File: config.mk
export PLATFORM = sky130hd
export DESIGN_NAME = least_loaded_slot_allocator
export DESIGN_NICKNAME = d
export VERILOG_FILES = /design/src/rtl/llsa_pkg.sv /design/src/rtl/llsa_pick.sv /design/src/rtl/least_loaded_slot_allocator.sv
export SDC_FILE = /design/constraint.sdc
export NUM_CORES = 1
export LEC_CHECK = 0
export ABC_AREA = 0
export BUFFER_PORTS_ARGS = -buffer_cell sky130_fd_sc_hd__buf_2
export CAP_MARGIN = 30
export CORE_MARGIN = 2
export CORE_UTILIZATION = 55
export CTS_CLUSTER_DIAMETER = 120
export CTS_CLUSTER_SIZE = 30
export DETAILED_ROUTE_END_ITERATION = 10
export PLACE_DENSITY_LB_ADDON = 0.12
export SETUP_SLACK_MARGIN = 0.15
export SYNTH_ARGS = -nofsm -noshare
export SYNTH_HDL_FRONTEND = slang
export SYNTH_SLANG_ARGS = --single-unit
File: constraint.sdc
create_clock -name clock -period 4.96 [get_ports clock]
set_clock_uncertainty 0.15 [all_clocks]
set_input_delay 0.992 -clock clock [delete_from_list [all_inputs] [get_ports clock]]
set_output_delay 0.992 -clock clock [all_outputs]
set_load 0.005 [all_outputs]
File: src/rtl/llsa_pkg.sv
// Shared types, constants and helper functions for the least-loaded slot allocator.
`default_nettype none

package llsa_pkg;

   localparam int MAX_SLOTS   = 8;
   localparam int COUNT_WIDTH = 16;
   localparam int SLOT_W      = $clog2(MAX_SLOTS);
   localparam int NUM_W       = $clog2(MAX_SLOTS + 1);
   localparam int CFG_W       = 4;
   localparam int RSLOT_W     = 4;
   localparam int CSR_IDX_W   = 2;

   localparam logic [COUNT_WIDTH-1:0] COUNT_MAX = '1;

   localparam logic [CSR_IDX_W-1:0] CSR_SLOT_COUNT = 2'd0;
   localparam logic [CSR_IDX_W-1:0] CSR_REAL_COUNT = 2'd1;
   localparam logic [CSR_IDX_W-1:0] CSR_SLIM_TOPO  = 2'd2;

   localparam logic MODE_CLAIM   = 1'b0;
   localparam logic MODE_RELEASE = 1'b1;

   localparam logic [1:0] ST_OK        = 2'd0;
   localparam logic [1:0] ST_BAD_PARAM = 2'd1;
   localparam logic [1:0] ST_NO_FULL   = 2'd2;
   localparam logic [1:0] ST_IGNORED   = 2'd3;

   localparam logic [1:0] KIND_VIDEO0 = 2'd0;
   localparam logic [1:0] KIND_VIDEO1 = 2'd1;
   localparam logic [1:0] KIND_ENH    = 2'd2;

   typedef struct packed {
      logic                   clear;
      logic                   take;
      logic                   elig;
      logic                   sel_elig;
      logic [SLOT_W-1:0]      slot;
      logic [COUNT_WIDTH-1:0] count;
   } pick_ctl_type;

   typedef struct packed {
      logic                   level;
      logic                   ev;
      logic [COUNT_WIDTH-1:0] em;
      logic [SLOT_W-1:0]      eb;
      logic                   fv;
      logic [COUNT_WIDTH-1:0] fm;
      logic [SLOT_W-1:0]      fb;
   } pick_res_type;

   function automatic logic [NUM_W-1:0] pool_size(input logic [CFG_W-1:0] sc);
      int v;
      v = int'(sc);
      if (v == 0) v = 1;
      if (v > MAX_SLOTS) v = MAX_SLOTS;
      return NUM_W'(v);
   endfunction

   function automatic logic [NUM_W-1:0] video_count(input logic [CFG_W-1:0] rc,
                                                    input logic [NUM_W-1:0] n);
      int v;
      v = int'(rc);
      if (v > int'(n)) v = int'(n);
      return NUM_W'(v);
   endfunction

   function automatic logic [1:0] kind_of(input logic [SLOT_W-1:0] slot,
                                          input logic [NUM_W-1:0] nv);
      logic [1:0] k;
      if (int'(slot) >= int'(nv)) k = KIND_ENH;
      else if (slot[0]) k = KIND_VIDEO1;
      else k = KIND_VIDEO0;
      return k;
   endfunction

endpackage

`default_nettype wire

File: src/rtl/llsa_pick.sv
// Scan accumulator: level test and least-loaded search over streamed slot counts.
`default_nettype none

module llsa_pick
   import llsa_pkg::*;
(
   input  wire logic         clock,
   input  wire logic         reset,
   input  wire pick_ctl_type ctl,
   output pick_res_type      res
);

   logic                   seen_ff, seen_in;
   logic [COUNT_WIDTH-1:0] first_ff, first_in;
   pick_res_type           acc_ff, acc_in;

   always_comb begin
      seen_in  = seen_ff;
      first_in = first_ff;
      acc_in   = acc_ff;
      if (ctl.clear) begin
         seen_in   = 1'b0;
         acc_in.level = 1'b1;
         acc_in.ev = 1'b0;
         acc_in.fv = 1'b0;
      end else if (ctl.take) begin
         if (ctl.elig) begin
            if (!seen_ff) begin
               seen_in  = 1'b1;
               first_in = ctl.count;
            end else if (ctl.count != first_ff) begin
               acc_in.level = 1'b0;
            end
         end
         if (ctl.sel_elig) begin
            if (!acc_ff.ev || ctl.count < acc_ff.em) begin
               acc_in.ev = 1'b1;
               acc_in.em = ctl.count;
               acc_in.eb = ctl.slot;
            end
         end else if (!ctl.elig) begin
            if (!acc_ff.fv || ctl.count < acc_ff.fm) begin
               acc_in.fv = 1'b1;
               acc_in.fm = ctl.count;
               acc_in.fb = ctl.slot;
            end
         end
      end
   end

   always_ff @(posedge clock) begin
      if (reset) begin
         seen_ff      <= 1'b0;
         acc_ff.level <= 1'b1;
         acc_ff.ev    <= 1'b0;
         acc_ff.fv    <= 1'b0;
      end else begin
         seen_ff      <= seen_in;
         acc_ff.level <= acc_in.level;
         acc_ff.ev    <= acc_in.ev;
         acc_ff.fv    <= acc_in.fv;
      end
      first_ff  <= first_in;
      acc_ff.em <= acc_in.em;
      acc_ff.eb <= acc_in.eb;
      acc_ff.fm <= acc_in.fm;
      acc_ff.fb <= acc_in.fb;
   end

   assign res = acc_ff;

endmodule

`default_nettype wire

File: src/rtl/least_loaded_slot_allocator.sv
// Top level: claim/release sequencer around the per-slot claim count memory.
// Steps per item, with n the pool size: a claim reduces its origin modulo n, scans the
// n slot counts and decides, plus a pass over the counts for a group claim, then sets the
// output register; a release makes one pass over the counts first, an ignored release none.
// One item is in work at a time; the scans over the count memory set the rate.
// Reset is synchronous: counts read as zero, origins return to zero and MAX_SLOTS-1,
// registers return to slot count 1, real count 0, slim flag 0.
`default_nettype none

module least_loaded_slot_allocator
   import llsa_pkg::*;
(
   input  wire logic                 clock,
   input  wire logic                 reset,
   input  wire logic                 csr_wr_en,
   input  wire logic [CSR_IDX_W-1:0] csr_index,
   input  wire logic [CFG_W-1:0]     csr_wdata,
   input  wire logic                 req_valid,
   output logic                      req_stall,
   input  wire logic                 req_mode,
   input  wire logic                 req_is_encode,
   input  wire logic                 req_need_full,
   input  wire logic                 req_scalable,
   input  wire logic [RSLOT_W-1:0]   req_release_slot,
   output logic                      rsp_valid,
   input  wire logic                 rsp_stall,
   output logic [1:0]                rsp_status,
   output logic [SLOT_W-1:0]         rsp_granted_slot,
   output logic [1:0]                rsp_engine_kind,
   output logic                      rsp_scalable_granted
);

   typedef enum logic [5:0] {
      S_IDLE   = 6'b000001,
      S_MOD    = 6'b000010,
      S_SCAN   = 6'b000100,
      S_DECIDE = 6'b001000,
      S_PASS   = 6'b010000,
      S_DONE   = 6'b100000
   } state_type;

   state_type state_ff, state_in;

   logic [CFG_W-1:0] slot_count_ff, slot_count_in;
   logic [CFG_W-1:0] real_count_ff, real_count_in;
   logic             slim_ff, slim_in;

   logic [SLOT_W-1:0] enc_origin_ff, enc_origin_in;
   logic [SLOT_W-1:0] dec_origin_ff, dec_origin_in;

   logic               enc_ff, enc_in;
   logic               full_ff, full_in;
   logic               grp_ff, grp_in;
   logic               grp_ok_ff, grp_ok_in;
   logic [RSLOT_W-1:0] rslot_ff, rslot_in;
   logic               inc_ff, inc_in;
   logic               anynz_ff, anynz_in;

   logic [SLOT_W-1:0] start_ff, start_in;
   logic [SLOT_W-1:0] idx_ff, idx_in;
   logic [NUM_W-1:0]  cnt_ff, cnt_in;
   logic              rd_live_ff, rd_live_in;
   logic [SLOT_W-1:0] rd_slot_ff;

   logic [1:0]        res_status_ff, res_status_in;
   logic [SLOT_W-1:0] res_slot_ff, res_slot_in;
   logic [1:0]        res_kind_ff, res_kind_in;
   logic              res_grp_ff, res_grp_in;

   logic              rsp_valid_ff, rsp_valid_in;
   logic [1:0]        rsp_status_ff, rsp_status_in;
   logic [SLOT_W-1:0] rsp_slot_ff, rsp_slot_in;
   logic [1:0]        rsp_kind_ff, rsp_kind_in;
   logic              rsp_grp_ff, rsp_grp_in;

   logic [COUNT_WIDTH-1:0] mem [MAX_SLOTS];
   logic [MAX_SLOTS-1:0]   vld_ff;
   logic [COUNT_WIDTH-1:0] rd_raw_ff;
   logic                   rd_vld_ff;
   logic                   wr_en;
   logic [SLOT_W-1:0]      wr_addr;
   logic [COUNT_WIDTH-1:0] wr_data;
   logic [COUNT_WIDTH-1:0] count_rd;

   logic [NUM_W-1:0]       pool_n;
   logic [NUM_W-1:0]       vid_n;
   logic                   issue;
   logic [SLOT_W-1:0]      idx_next;
   logic                   rd_vid;
   logic                   rd_slim;
   logic                   rd_elig;
   logic                   pass_hit;
   logic [COUNT_WIDTH-1:0] pass_new;
   logic                   spill;
   logic [SLOT_W-1:0]      best_slot;
   logic [COUNT_WIDTH-1:0] best_count;
   logic [SLOT_W-1:0]      origin_next;

   pick_ctl_type pick_ctl;
   pick_res_type pick_res;

   llsa_pick u_pick (
      .clock (clock),
      .reset (reset),
      .ctl   (pick_ctl),
      .res   (pick_res)
   );

   assign pool_n   = pool_size(slot_count_ff);
   assign vid_n    = video_count(real_count_ff, pool_n);
   assign count_rd = rd_vld_ff ? rd_raw_ff : '0;
   assign issue    = cnt_ff < pool_n;
   assign idx_next = (NUM_W'(idx_ff) + NUM_W'(1) >= pool_n) ? '0 : idx_ff + SLOT_W'(1);

   assign rd_vid  = int'(rd_slot_ff) < int'(vid_n);
   assign rd_slim = slim_ff && rd_vid;
   assign rd_elig = !slim_ff || (full_ff ? !rd_slim : rd_slim);

   assign pass_hit = inc_ff ? rd_vid
                            : (grp_ff ? rd_vid : (int'(rd_slot_ff) == int'(rslot_ff)));
   always_comb begin
      pass_new = count_rd;
      if (pass_hit) begin
         if (inc_ff) begin
            if (count_rd != COUNT_MAX) pass_new = count_rd + COUNT_WIDTH'(1);
         end else begin
            if (count_rd != '0) pass_new = count_rd - COUNT_WIDTH'(1);
         end
      end
   end

   assign spill      = !full_ff && pick_res.ev && pick_res.fv && (pick_res.em > pick_res.fm);
   assign best_slot  = (spill || !pick_res.ev) ? pick_res.fb : pick_res.eb;
   assign best_count = (spill || !pick_res.ev) ? pick_res.fm : pick_res.em;
   assign origin_next = (NUM_W'(start_ff) + NUM_W'(1) == pool_n) ? '0
                                                                : start_ff + SLOT_W'(1);

   always_comb begin
      state_in      = state_ff;
      slot_count_in = slot_count_ff;
      real_count_in = real_count_ff;
      slim_in       = slim_ff;
      enc_origin_in = enc_origin_ff;
      dec_origin_in = dec_origin_ff;
      enc_in        = enc_ff;
      full_in       = full_ff;
      grp_in        = grp_ff;
      grp_ok_in     = grp_ok_ff;
      rslot_in      = rslot_ff;
      inc_in        = inc_ff;
      anynz_in      = anynz_ff;
      start_in      = start_ff;
      idx_in        = idx_ff;
      cnt_in        = cnt_ff;
      rd_live_in    = 1'b0;
      res_status_in = res_status_ff;
      res_slot_in   = res_slot_ff;
      res_kind_in   = res_kind_ff;
      res_grp_in    = res_grp_ff;
      rsp_valid_in  = rsp_valid_ff && rsp_stall;
      rsp_status_in = rsp_status_ff;
      rsp_slot_in   = rsp_slot_ff;
      rsp_kind_in   = rsp_kind_ff;
      rsp_grp_in    = rsp_grp_ff;
      wr_en         = 1'b0;
      wr_addr       = rd_slot_ff;
      wr_data       = pass_new;
      pick_ctl          = '0;
      pick_ctl.elig     = rd_elig;
      pick_ctl.sel_elig = grp_ok_ff ? rd_vid : rd_elig;
      pick_ctl.slot     = rd_slot_ff;
      pick_ctl.count    = count_rd;

      if (csr_wr_en) begin
         case (csr_index)
            CSR_SLOT_COUNT: slot_count_in = csr_wdata;
            CSR_REAL_COUNT: real_count_in = csr_wdata;
            CSR_SLIM_TOPO:  slim_in       = csr_wdata[0];
            default: ;
         endcase
      end

      case (state_ff)
         S_IDLE: begin
            if (req_valid) begin
               enc_in    = req_is_encode;
               full_in   = slim_ff && req_need_full;
               grp_in    = req_scalable;
               grp_ok_in = req_scalable && !(slim_ff && req_need_full) &&
                           (vid_n >= NUM_W'(2));
               rslot_in  = req_release_slot;
               res_status_in = ST_OK;
               res_slot_in   = '0;
               res_kind_in   = KIND_VIDEO0;
               res_grp_in    = 1'b0;
               if (req_mode == MODE_RELEASE) begin
                  if (int'(req_release_slot) >= int'(pool_n)) begin
                     res_status_in = ST_IGNORED;
                     state_in      = S_DONE;
                  end else begin
                     inc_in   = 1'b0;
                     idx_in   = '0;
                     cnt_in   = '0;
                     anynz_in = 1'b0;
                     state_in = S_PASS;
                  end
               end else begin
                  start_in = req_is_encode ? enc_origin_ff : dec_origin_ff;
                  state_in = S_MOD;
               end
            end
         end
         S_MOD: begin
            if (NUM_W'(start_ff) >= pool_n) begin
               start_in = SLOT_W'(NUM_W'(start_ff) - pool_n);
            end else begin
               idx_in         = start_ff;
               cnt_in         = '0;
               pick_ctl.clear = 1'b1;
               state_in       = S_SCAN;
            end
         end
         S_SCAN: begin
            pick_ctl.take = rd_live_ff;
            if (issue) begin
               rd_live_in = 1'b1;
               idx_in     = idx_next;
               cnt_in     = cnt_ff + NUM_W'(1);
            end else begin
               state_in = S_DECIDE;
            end
         end
         S_DECIDE: begin
            if (pick_res.level) begin
               if (enc_ff) enc_origin_in = origin_next;
               else dec_origin_in = origin_next;
            end
            if (grp_ok_ff) begin
               res_slot_in = pick_res.eb;
               res_kind_in = kind_of(pick_res.eb, vid_n);
               res_grp_in  = 1'b1;
               inc_in      = 1'b1;
               idx_in      = '0;
               cnt_in      = '0;
               anynz_in    = 1'b0;
               state_in    = S_PASS;
            end else if (full_ff && !pick_res.ev) begin
               res_status_in = ST_NO_FULL;
               state_in      = S_DONE;
            end else begin
               wr_en   = 1'b1;
               wr_addr = best_slot;
               wr_data = (best_count == COUNT_MAX) ? best_count
                                                   : best_count + COUNT_WIDTH'(1);
               res_slot_in = best_slot;
               res_kind_in = kind_of(best_slot, vid_n);
               state_in    = S_DONE;
            end
         end
         S_PASS: begin
            if (rd_live_ff) begin
               wr_en    = 1'b1;
               anynz_in = anynz_ff || (pass_new != '0);
            end
            if (issue) begin
               rd_live_in = 1'b1;
               idx_in     = idx_next;
               cnt_in     = cnt_ff + NUM_W'(1);
            end else begin
               if (!inc_ff && !anynz_in) begin
                  enc_origin_in = '0;
                  dec_origin_in = SLOT_W'(MAX_SLOTS - 1);
               end
               state_in = S_DONE;
            end
         end
         S_DONE: begin
            if (!rsp_valid_ff || !rsp_stall) begin
               rsp_valid_in  = 1'b1;
               rsp_status_in = res_status_ff;
               rsp_slot_in   = res_slot_ff;
               rsp_kind_in   = res_kind_ff;
               rsp_grp_in    = res_grp_ff;
               state_in      = S_IDLE;
            end
         end
         default: state_in = S_IDLE;
      endcase
   end

   always_ff @(posedge clock) begin
      if (reset) begin
         state_ff      <= S_IDLE;
         slot_count_ff <= CFG_W'(1);
         real_count_ff <= '0;
         slim_ff       <= 1'b0;
         enc_origin_ff <= '0;
         dec_origin_ff <= SLOT_W'(MAX_SLOTS - 1);
         rd_live_ff    <= 1'b0;
         rsp_valid_ff  <= 1'b0;
      end else begin
         state_ff      <= state_in;
         slot_count_ff <= slot_count_in;
         real_count_ff <= real_count_in;
         slim_ff       <= slim_in;
         enc_origin_ff <= enc_origin_in;
         dec_origin_ff <= dec_origin_in;
         rd_live_ff    <= rd_live_in;
         rsp_valid_ff  <= rsp_valid_in;
      end
      enc_ff        <= enc_in;
      full_ff       <= full_in;
      grp_ff        <= grp_in;
      grp_ok_ff     <= grp_ok_in;
      rslot_ff      <= rslot_in;
      inc_ff        <= inc_in;
      anynz_ff      <= anynz_in;
      start_ff      <= start_in;
      idx_ff        <= idx_in;
      cnt_ff        <= cnt_in;
      rd_slot_ff    <= idx_ff;
      res_status_ff <= res_status_in;
      res_slot_ff   <= res_slot_in;
      res_kind_ff   <= res_kind_in;
      res_grp_ff    <= res_grp_in;
      rsp_status_ff <= rsp_status_in;
      rsp_slot_ff   <= rsp_slot_in;
      rsp_kind_ff   <= rsp_kind_in;
      rsp_grp_ff    <= rsp_grp_in;
   end

   // count store: entries read as zero until first written after reset
   always_ff @(posedge clock) begin
      if (wr_en) mem[wr_addr] <= wr_data;
      rd_raw_ff <= mem[idx_ff];
   end

   always_ff @(posedge clock) begin
      if (reset) begin
         vld_ff    <= '0;
         rd_vld_ff <= 1'b0;
      end else begin
         if (wr_en) vld_ff[wr_addr] <= 1'b1;
         rd_vld_ff <= vld_ff[idx_ff];
      end
   end

   assign req_stall            = (state_ff != S_IDLE);
   assign rsp_valid            = rsp_valid_ff;
   assign rsp_status           = rsp_status_ff;
   assign rsp_granted_slot     = rsp_slot_ff;
   assign rsp_engine_kind      = rsp_kind_ff;
   assign rsp_scalable_granted = rsp_grp_ff;

`ifndef SYNTH
   a_wr_state : assert property (@(posedge clock) disable iff (reset)
      wr_en |-> (state_ff == S_DECIDE || state_ff == S_PASS))
      else $error("count write outside decide or pass");

   a_no_rw_clash : assert property (@(posedge clock) disable iff (reset)
      (wr_en && rd_live_in) |-> (wr_addr != idx_ff))
      else $error("read and write of the same count entry in one cycle");

   a_scan_idx : assert property (@(posedge clock) disable iff (reset)
      (state_ff == S_SCAN || state_ff == S_PASS) |-> (NUM_W'(idx_ff) < pool_n))
      else $error("scan index beyond pool");

   a_rsp_from_done : assert property (@(posedge clock) disable iff (reset)
      $rose(rsp_valid_ff) |-> $past(state_ff == S_DONE))
      else $error("result raised outside done state");
`endif

endmodule

`default_nettype wire
==> results of run 1 <==
==> Yosys cell counts, drive strengths merged, types with 5 or more instances <==
cell and count:
inv 70, nor3 32, nor3b 7, a221oi 7, mux4 34, or3 7, ha 76, a31oi 5
nor4 18, buf 9, o31ai 6, a211o 7, dfxtp 55, a21oi 51, clkbuf 26, nand3b 8
and3 7, nand2b 11, xnor2 50, xor2 8, or4 10, edfxtp 218, and2 8, o21ai 57
nand2 71, or2 6, o21a 16, mux2 21, o211ai 7, nor2 104, nand4 14, a32oi 5
a211oi 8, mux2i 21, a21o 21, nor2b 12, nand3 28
==> metal layers <==
metal	track usage	part of all wire
met1	0.3913	0.45
met2	0.4435	0.47
met3	0.03214	0.061
met4	0.05889	0.020
met5	0	0
==> flip-flops by register name (all words and copies together) (netlist names), 4 cells and up <==
signal / cells
real_count_ff: 4
mem: 128
slot_count_ff: 4
state_ff: 6
u_pick.first_ff: 16
rslot_ff: 4
rd_raw_ff: 16
u_pick.res: 41
vld_ff: 8
cnt_ff: 4
==> timing repair <==
action,in CTS,in global routing
endpoints found under the setup margin,3,82
resized for setup,1,13
endpoints found under the hold margin,0,0
==> kinds of logic after synthesis <==
family / synth area share
DFF: 0.5373
muxes: 0.08518
xor gates and xnor gates: 0.03569
AOI/OAI and AO/OA: 0.1181
buffers and inverters: 0.02892
adders and majority gates: 0.06892
and+or+nand+nor: 0.1259
==> critical path, delay by kind of cell (launching register included) <==
| family | cells | cell delay, ns |
|---|---|---|
| AO/OA/AOI/OAI | 5 | 1.32 |
| adder cells (fa/ha/maj) | 2 | 0.61 |
| buffers and inverters | 1 | 0.29 |
| flip-flops | 1 | 0.39 |
| multiplexers | 1 | 0.23 |
| AND/OR/NAND/NOR | 6 | 1.44 |
==> worst min-delay path by stage <==
stage	depth (start not counted)	end	slack (ns)	start
after floorplan	0	rd_slot_ff[2]$_DFF_P_	0.20	idx_ff[2]$_DFFE_PP_
after global placement	0	rsp_status[0]$_DFFE_PP_	0.25	res_status_ff[0]$_SDFFCE_PP0P_
after detailed placement	0	rsp_granted_slot[0]$_DFFE_PP_	0.26	res_slot_ff[0]$_SDFFCE_PN0P_
after CTS	0	rsp_scalable_granted$_DFFE_PP_	0.28	res_grp_ff$_DFFE_PP_
after global routing	0	rsp_granted_slot[0]$_DFFE_PP_	0.29	res_slot_ff[0]$_SDFFCE_PN0P_
final	0	rsp_scalable_granted$_DFFE_PP_	0.27	res_grp_ff$_DFFE_PP_
==> cell type report <==
type                    instances  area, µm²  share of cell area
clock buffers                  20      351.6             0.02265
clock inverters                 2      38.79            0.002499
inverters                      70      262.8             0.01693
multi-input cells             813       6257              0.4031
flip-flops and latches        273       7649              0.4927
well taps                     330      412.9             0.02660
repair buffers                 77      550.5             0.03547
==> metrics by stage <==
step	cells	hold WS (ns)	setup slack, ns	cell area [µm²]
after floorplan	1191	0.1962	0.3376	14240
after global placement	1561	0.2518	0.1799	15070
after detailed placement	1563	0.2584	0.1819	15100
after CTS	1585	0.2824	0.2484	15500
after global routing	1585	0.2911	0.1506	15520
final	1585	0.2732	0.4529	15520
==> power breakdown <==
group          total, W  internal, W  switching (W)  leakage (nW)
Sequential      0.00292      0.00269       0.000233          2.29
Clock           0.00123     0.000515       0.000711         0.184
Combinational   0.00145     0.000653       0.000796          3.30
==> flow_summary.yaml, run 1 <==
outcome:
  outcome: "finished, final reports clean"
die:
  die_h_um: 164.9
  row_count: 58
  die_w_um: 164.9
  ioPinCount: 29
  die-area_mm2: 0.02718
  start_util: 0.5620
  coreArea_mm2: 0.02533
critical_path:
  crit_start: "slot_count_ff[3]$_SDFFE_PP0P_"
  cpMaxStageDelayCell: "o21ai_0"
  r2r_slack_ns: 0.45
  setup.worst_path.end: "dec_origin_ff[0]$_SDFFE_PP1P_"
  crit_path_start_kind: "flop"
  worstPathRequired_ns: 5.24
  worstPathArrival_ns: 4.79
  rr_startpoint: "slot_count_ff[3]$_SDFFE_PP0P_"
  worstPathCellList: "inv_1 > nand2_1 > ha_1 > a21oi_1 > a21oi_1 > nor2b_1 > a31oi_2 > ha_1 > nand4_1 > o21ai_0 > a22oi_1 > nand4b_1 > nor3_4 > nor3_2 > mux2i_1"
  critPathMaxFanout: 9
  end_kind: "flop"
  worstReg2RegEnd: "dec_origin_ff[0]$_SDFFE_PP1P_"
  critPathKind: "flop to flop"
  slowest_delay_ns: 0.50
  r2r_cells: 15
synth:
  synth_ff_type: "edfxtp_1"
  syn-num-nets: 1287
  netlist_area_mm2: 0.01423
  synth_top_area_frac: 0.4599
  ys_types: 80
  synth_seq_cells: 273
  synthCells: 1191
  yosys.area.top_type: "edfxtp_1"
  yosysSeqAreaShare: 0.5373
  avgSynthCellArea_um2: 11.95
  async_reset_ff_frac: 0
  synthTopCellsByArea: "edfxtp_1 46%, dfxtp_1 7.7%, ha_1 6.7%"
  yosysWarnings: 0
  synth_edf_count: 218
hold_path:
  min_path_type: "flop to flop"
clock_tree:
  cts.root.buffer_cell: "clkbuf_16"
  clock_sinks: 273
  tritoncts: "yes"
  ctsHoldBuffers: 0
  htree_levels: 1
  cts_made_buffers: 13
  cts_setup_buffers: 0
  clock_path_buffers: 3
  insertion_delay_ns: 0.51
  cts.clk_slew.worst_paths_ns: 0.12
power_and_ir_drop:
  ir_worst_vdd_mv: 0.3613
  power.density_mw_per_mm2: 360.4
  p_leak_nw: 5.772
  p_total_w: 0.005594
timing:
  tns_ns: 0
  rsz0062_at_grt: "false"
  maxSlewViolCount: 0
  finalSetupViolations: 0
  tightest_slew_ns: 0.9667
  fmax_ghz: 0.2219
  min_period_ns: 4.507
  hold_viol_final: 0
  finalCritPeriodShare: 0.9087
  max_slew_margin: 0.3487
global_route:
  grt_pass1_vias: 9719
  antenna_found_initial: 1
  grt_pass1_wl_um: 55590
  grt_max_degree: 38
  grtUsageTotal: 0.2708
  overflow: 0
final_layout:
  fin_nets: 1344
  syn2layout_area_growth_pct: 9.054
  finish.utilization: 0.6129
  fillers: 2003
  diodes: 0
  layout_commonest_cell: "edfxtp_1"
  drive_gt1_frac: 0.1466
  final_cell_mix: "218 x edfxtp_1, 104 x nor2_1, 76 x ha_1"
route:
  postRouteAntennaNets: 0
  drtIter0Drc: 931
  wl_per_cell_um: 22.50
  viasPerCell: 6.179
  vias: 9794
  drt-total-wl_um: 35660
  drt_first_pass_iters: 7
  drcViolationCount: 0
run:
  drv_cap: 0
place:
  dpl.hpwl_um: 26340
  port_buffers: 28
  routabilityCongestion: 0.9265
(Power assumes the default switching activity.)
==> run 2, diff against run 1 <==
Settings changed: REMOVE_ABC_BUFFERS set to 1.
==> flow_summary.yaml, run 2 (synthesis results as in run 1) <==
power_and_ir_drop:
  power.density_mw_per_mm2: 360.6
  p_total_w: 0.005575
  ir_worst_vdd_mv: 0.4644
  p_leak_nw: 5.759
die:
  die_w_um: 164.9
  row_count: 58
  die-area_mm2: 0.02718
  die_h_um: 164.9
  coreArea_mm2: 0.02533
  start_util: 0.5620
  ioPinCount: 29
critical_path:
  end_kind: "flop"
  critPathKind: "flop to flop"
  crit_path_start_kind: "flop"
  critPathMaxFanout: 8
  worstPathRequired_ns: 4.96
  worstPathArrival_ns: 4.52
  r2r_slack_ns: 0.44
outcome:
  outcome: "finished, final reports clean"
final_layout:
  final_cell_mix: "218 x edfxtp_1, 104 x nor2_1, 76 x ha_1"
  fillers: 2067
  finish.utilization: 0.6105
  largest_register_ffs: 128
  layout_commonest_cell: "edfxtp_1"
  diodes: 0
  regMostFlops: "mem"
  fin_nets: 1343
  syn2layout_area_growth_pct: 8.632
  drive_gt1_frac: 0.1445
clock_tree:
  insertion_delay_ns: 0.49
  tritoncts: "yes"
  clock_path_buffers: 3
  htree_levels: 1
  cts_made_buffers: 13
  cts.root.buffer_cell: "clkbuf_16"
  ctsHoldBuffers: 0
  cts.clk_slew.worst_paths_ns: 0.12
  clock_sinks: 273
timing:
  finalSetupViolations: 0
  rsz0062_at_grt: "false"
  fmax_ghz: 0.2212
  max_slew_margin: 0.2955
  min_period_ns: 4.521
  whs_ns: 0.2738
  hold_viol_final: 0
  maxSlewViolCount: 0
  finalCritPeriodShare: 0.9115
  tightest_slew_ns: 1.046
  setup_ws_ns: 0.4388
place:
  routabilityCongestion: 0.9174
  port_buffers: 28
  dp_slack_ns: 0.3752
  dpl.hpwl_um: 26050
global_route:
  overflow: 0
  antenna_found_initial: 0
  grtUsageTotal: 0.2705
  grt_pass1_vias: 9938
  grt_pass1_wl_um: 55900
  grt_max_degree: 38
route:
  drtIter0Drc: 849
  drcViolationCount: 0
  postRouteAntennaNets: 0
  wl_per_cell_um: 22.46
  drt-total-wl_um: 35560
  drt_first_pass_iters: 5
  vias: 9875
  viasPerCell: 6.238
hold_path:
  min_path_type: "flop to flop"
run:
  drv_cap: 0
-- run 2: area by class of cell --
class,count,area [µm²],area share
Clock buffer,20,361.6,0.02339
Clock inverter,1,30.03,0.001942
Inverter,70,262.8,0.01699
Multi-Input combinational cell,813,6250,0.4042
Sequential cell,273,7647,0.4946
Tap cell,330,412.9,0.02670
Timing Repair Buffer,76,498.0,0.03221
-- run 2: final timing paths --
path / endpoint / cells past startpoint / from
setup / recovery: mem[3][14]$_DFFE_PP_ / 15 / u_pick.res[8]$_DFFE_PP_
hold / removal: rsp_engine_kind[1]$_DFFE_PP_ / 0 / res_kind_ff[1]$_SDFFCE_PN0P_
setup reg to reg: mem[3][14]$_DFFE_PP_ / 15 / u_pick.res[8]$_DFFE_PP_
hold reg to reg: rsp_engine_kind[1]$_DFFE_PP_ / 0 / res_kind_ff[1]$_SDFFCE_PN0P_
-- run 2: worst max-delay path: stages, from the launching register on --
cell	delay [ns]
edfxtp_1	0.45
inv_1	0.09
ha_1	0.31
a21o_1	0.18
a21o_1	0.17
a21oi_1	0.18
nor2_1	0.07
o31ai_1	0.29
nand2_1	0.20
o21ai_0	0.33
ha_1	0.21
inv_1	0.10
nor2_1	0.23
o21ai_0	0.19
mux2i_1	0.19
o21ai_0	0.83
-- run 2: per-stage QoR --
stage                     instances  setup TNS [ns]  area [µm²]
after detailed placement       1561               0       15040
after floorplan                1156          -15.90       14080
after global placement         1560               0       15040
after global routing           1583               0       15460
after CTS                      1582               0       15430
final                          1583               0       15460
-- run 2: timing repair --
item	CTS	global route
resized for setup	0	11
buffers inserted	0	0
setup endpoints to repair	0	106
-- run 2: where the power goes --
group | leakage, nW | total (W) | internal (W) | switching [W]
registers | 2.29 | 0.00291 | 0.00269 | 0.000227
clock network | 0.186 | 0.00123 | 0.000524 | 0.000709
logic | 3.28 | 0.00143 | 0.000629 | 0.000798
total | 5.76 | 0.00558 | 0.00384 | 0.00173
-- run 2: per-layer routing --
metal | up-vias | share of wire | track usage
li1 | 4628 | - | -
met5 | - | 0 | 0
met4 | 0 | 0.025 | 0.07787
met3 | 52 | 0.056 | 0.03541
met2 | 322 | 0.47 | 0.4458
met1 | 4873 | 0.44 | 0.3781
==> run 3, diff against run 2 <==
Settings changed: RECOVER_POWER set to 25, SKIP_CTS_REPAIR_TIMING set to 1.
==> flow_summary.yaml, run 3 (synthesis results as in run 1) <==
clock_tree:
  htree_levels: 1
  cts.root.buffer_cell: "clkbuf_16"
  cts_made_buffers: 13
  tritoncts: "yes"
  insertion_delay_ns: 0.49
  clock_sinks: 273
  clock_path_buffers: 3
  cts.clk_slew.worst_paths_ns: 0.12
critical_path:
  worstPathRequired_ns: 4.96
  end_kind: "flop"
  cp_common_cell: "o21ai_0"
  cp_top_family: "compound AO/OA/AOI/OAI gates"
  path_buf_inv: 2
  r2r_slack_ns: 0.43
  rr_startpoint: "u_pick.res[8]$_DFFE_PP_"
  worstReg2RegEnd: "mem[3][14]$_DFFE_PP_"
  critPathMaxFanout: 8
  worstPathCellList: "inv_1 > ha_1 > a21o_1 > a21o_1 > a21oi_1 > nor2_1 > o31ai_1 > nand2_1 > o21ai_0 > ha_1 > inv_1 > nor2_1 > o21ai_0 > mux2i_1 > o21ai_0"
  cpMaxStageDelayCell: "o21ai_0"
  crit_path_start_kind: "flop"
  critPathKind: "flop to flop"
  worstPathArrival_ns: 4.53
  r2r_cells: 15
  slowest_delay_ns: 0.83
die:
  die-area_mm2: 0.02718
  row_count: 58
  start_util: 0.5620
  die_h_um: 164.9
  ioPinCount: 29
  coreArea_mm2: 0.02533
  die_w_um: 164.9
outcome:
  violations: "capacitance limit, slew limit"
  outcome: "finished, violations left"
power_and_ir_drop:
  power.density_mw_per_mm2: 362.7
  p_leak_nw: 5.654
  ir_worst_vdd_mv: 0.4650
  p_total_w: 0.005581
timing:
  hold_viol_final: 0
  finalCritPeriodShare: 0.9128
  whs_ns: 0.2755
  min_period_ns: 4.527
  tns_ns: 0
  rsz0062_at_grt: "false"
  tightest_slew_ns: 2.253
  maxSlewViolCount: 76
  finalSetupViolations: 0
  max_slew_margin: -0.5022
  fmax_ghz: 0.2209
route:
  postRouteAntennaNets: 0
  drt_first_pass_iters: 5
  drt-total-wl_um: 35690
  drcViolationCount: 0
  viasPerCell: 6.253
  vias: 9899
  wl_per_cell_um: 22.55
  drtIter0Drc: 917
place:
  dpl.hpwl_um: 26050
  routabilityCongestion: 0.9174
  port_buffers: 28
final_layout:
  multi_input_area_mm2: 0.006250
  diodes: 0
  largest_register_ffs: 128
  layout_commonest_cell: "edfxtp_1"
  fillers: 2088
  fin_nets: 1343
  seq_area_mm2: 0.007647
  syn2layout_area_growth_pct: 8.123
  final_cell_mix: "218 x edfxtp_1, 104 x nor2_1, 76 x ha_1"
  drive_gt1_frac: 0.1189
  regMostFlops: "mem"
  finish.utilization: 0.6076
hold_path:
  min-delay-start: "res_kind_ff[1]$_SDFFCE_PN0P_"
  min_path_type: "flop to flop"
  hold_depth: 0
  hold_end: "rsp_engine_kind[1]$_DFFE_PP_"
global_route:
  antenna_found_initial: 0
  grt_pass1_vias: 9938
  grtUsageTotal: 0.2705
  overflow: 0
  grt_max_degree: 38
  grt_pass1_wl_um: 55900
run:
  drv_cap: 2
run 3: final cells by class:
type	instances	area share
Clock inverter	1	0.001951
Clock buffer	20	0.02350
Timing Repair Buffer	76	0.02764
Multi-Input combinational cell	813	0.4061
Sequential cell	273	0.4969
Tap cell	330	0.02683
Inverter	70	0.01707
run 3: how the worst max path moves through the flow:
| stage | cells after the start | from | end |
|---|---|---|---|
| 2_1_floorplan | 16 | u_pick.res[8]$_DFFE_PP_ | mem[0][6]$_DFFE_PP_ |
| 3_3_place_gp | 18 | slot_count_ff[2]$_SDFFE_PP0P_ | dec_origin_ff[0]$_SDFFE_PP1P_ |
| 3_5_place_dp | 13 | slot_count_ff[3]$_SDFFE_PP0P_ | mem[4][2]$_DFFE_PP_ |
| 4_1_cts | 17 | u_pick.res[4]$_DFFE_PP_ | mem[7][3]$_DFFE_PP_ |
| 5_1_grt | 15 | slot_count_ff[3]$_SDFFE_PP0P_ | dec_origin_ff[0]$_SDFFE_PP1P_ |
| 6_report | 15 | u_pick.res[8]$_DFFE_PP_ | mem[3][14]$_DFFE_PP_ |
run 3: per-layer routing:
layer  up-vias  global-route usage  share of wire
met5         -                   0              0
met4         0             0.07787          0.028
met3        59             0.03541          0.060
met2       333              0.4458           0.47
met1      4879              0.3781           0.44
li1       4628                   -              -
run 3: power by group:
| group | total, W | leakage, nW | switching, W | internal [W] |
|---|---|---|---|---|
| registers | 0.00291 | 2.29 | 0.000227 | 0.00269 |
| logic | 0.00143 | 3.18 | 0.000796 | 0.000638 |
| clock network | 0.00123 | 0.186 | 0.000708 | 0.000524 |
run 3: per-stage QoR:
step                worst slack, ns  cell area (µm²)  instances
global placement             0.4148            15040       1560
global route                 0.1576            15390       1583
detailed placement           0.3752            15040       1561
floorplan                   -0.3555            14080       1156
finish                       0.4327            15390       1583
CTS                          0.3415            15430       1582
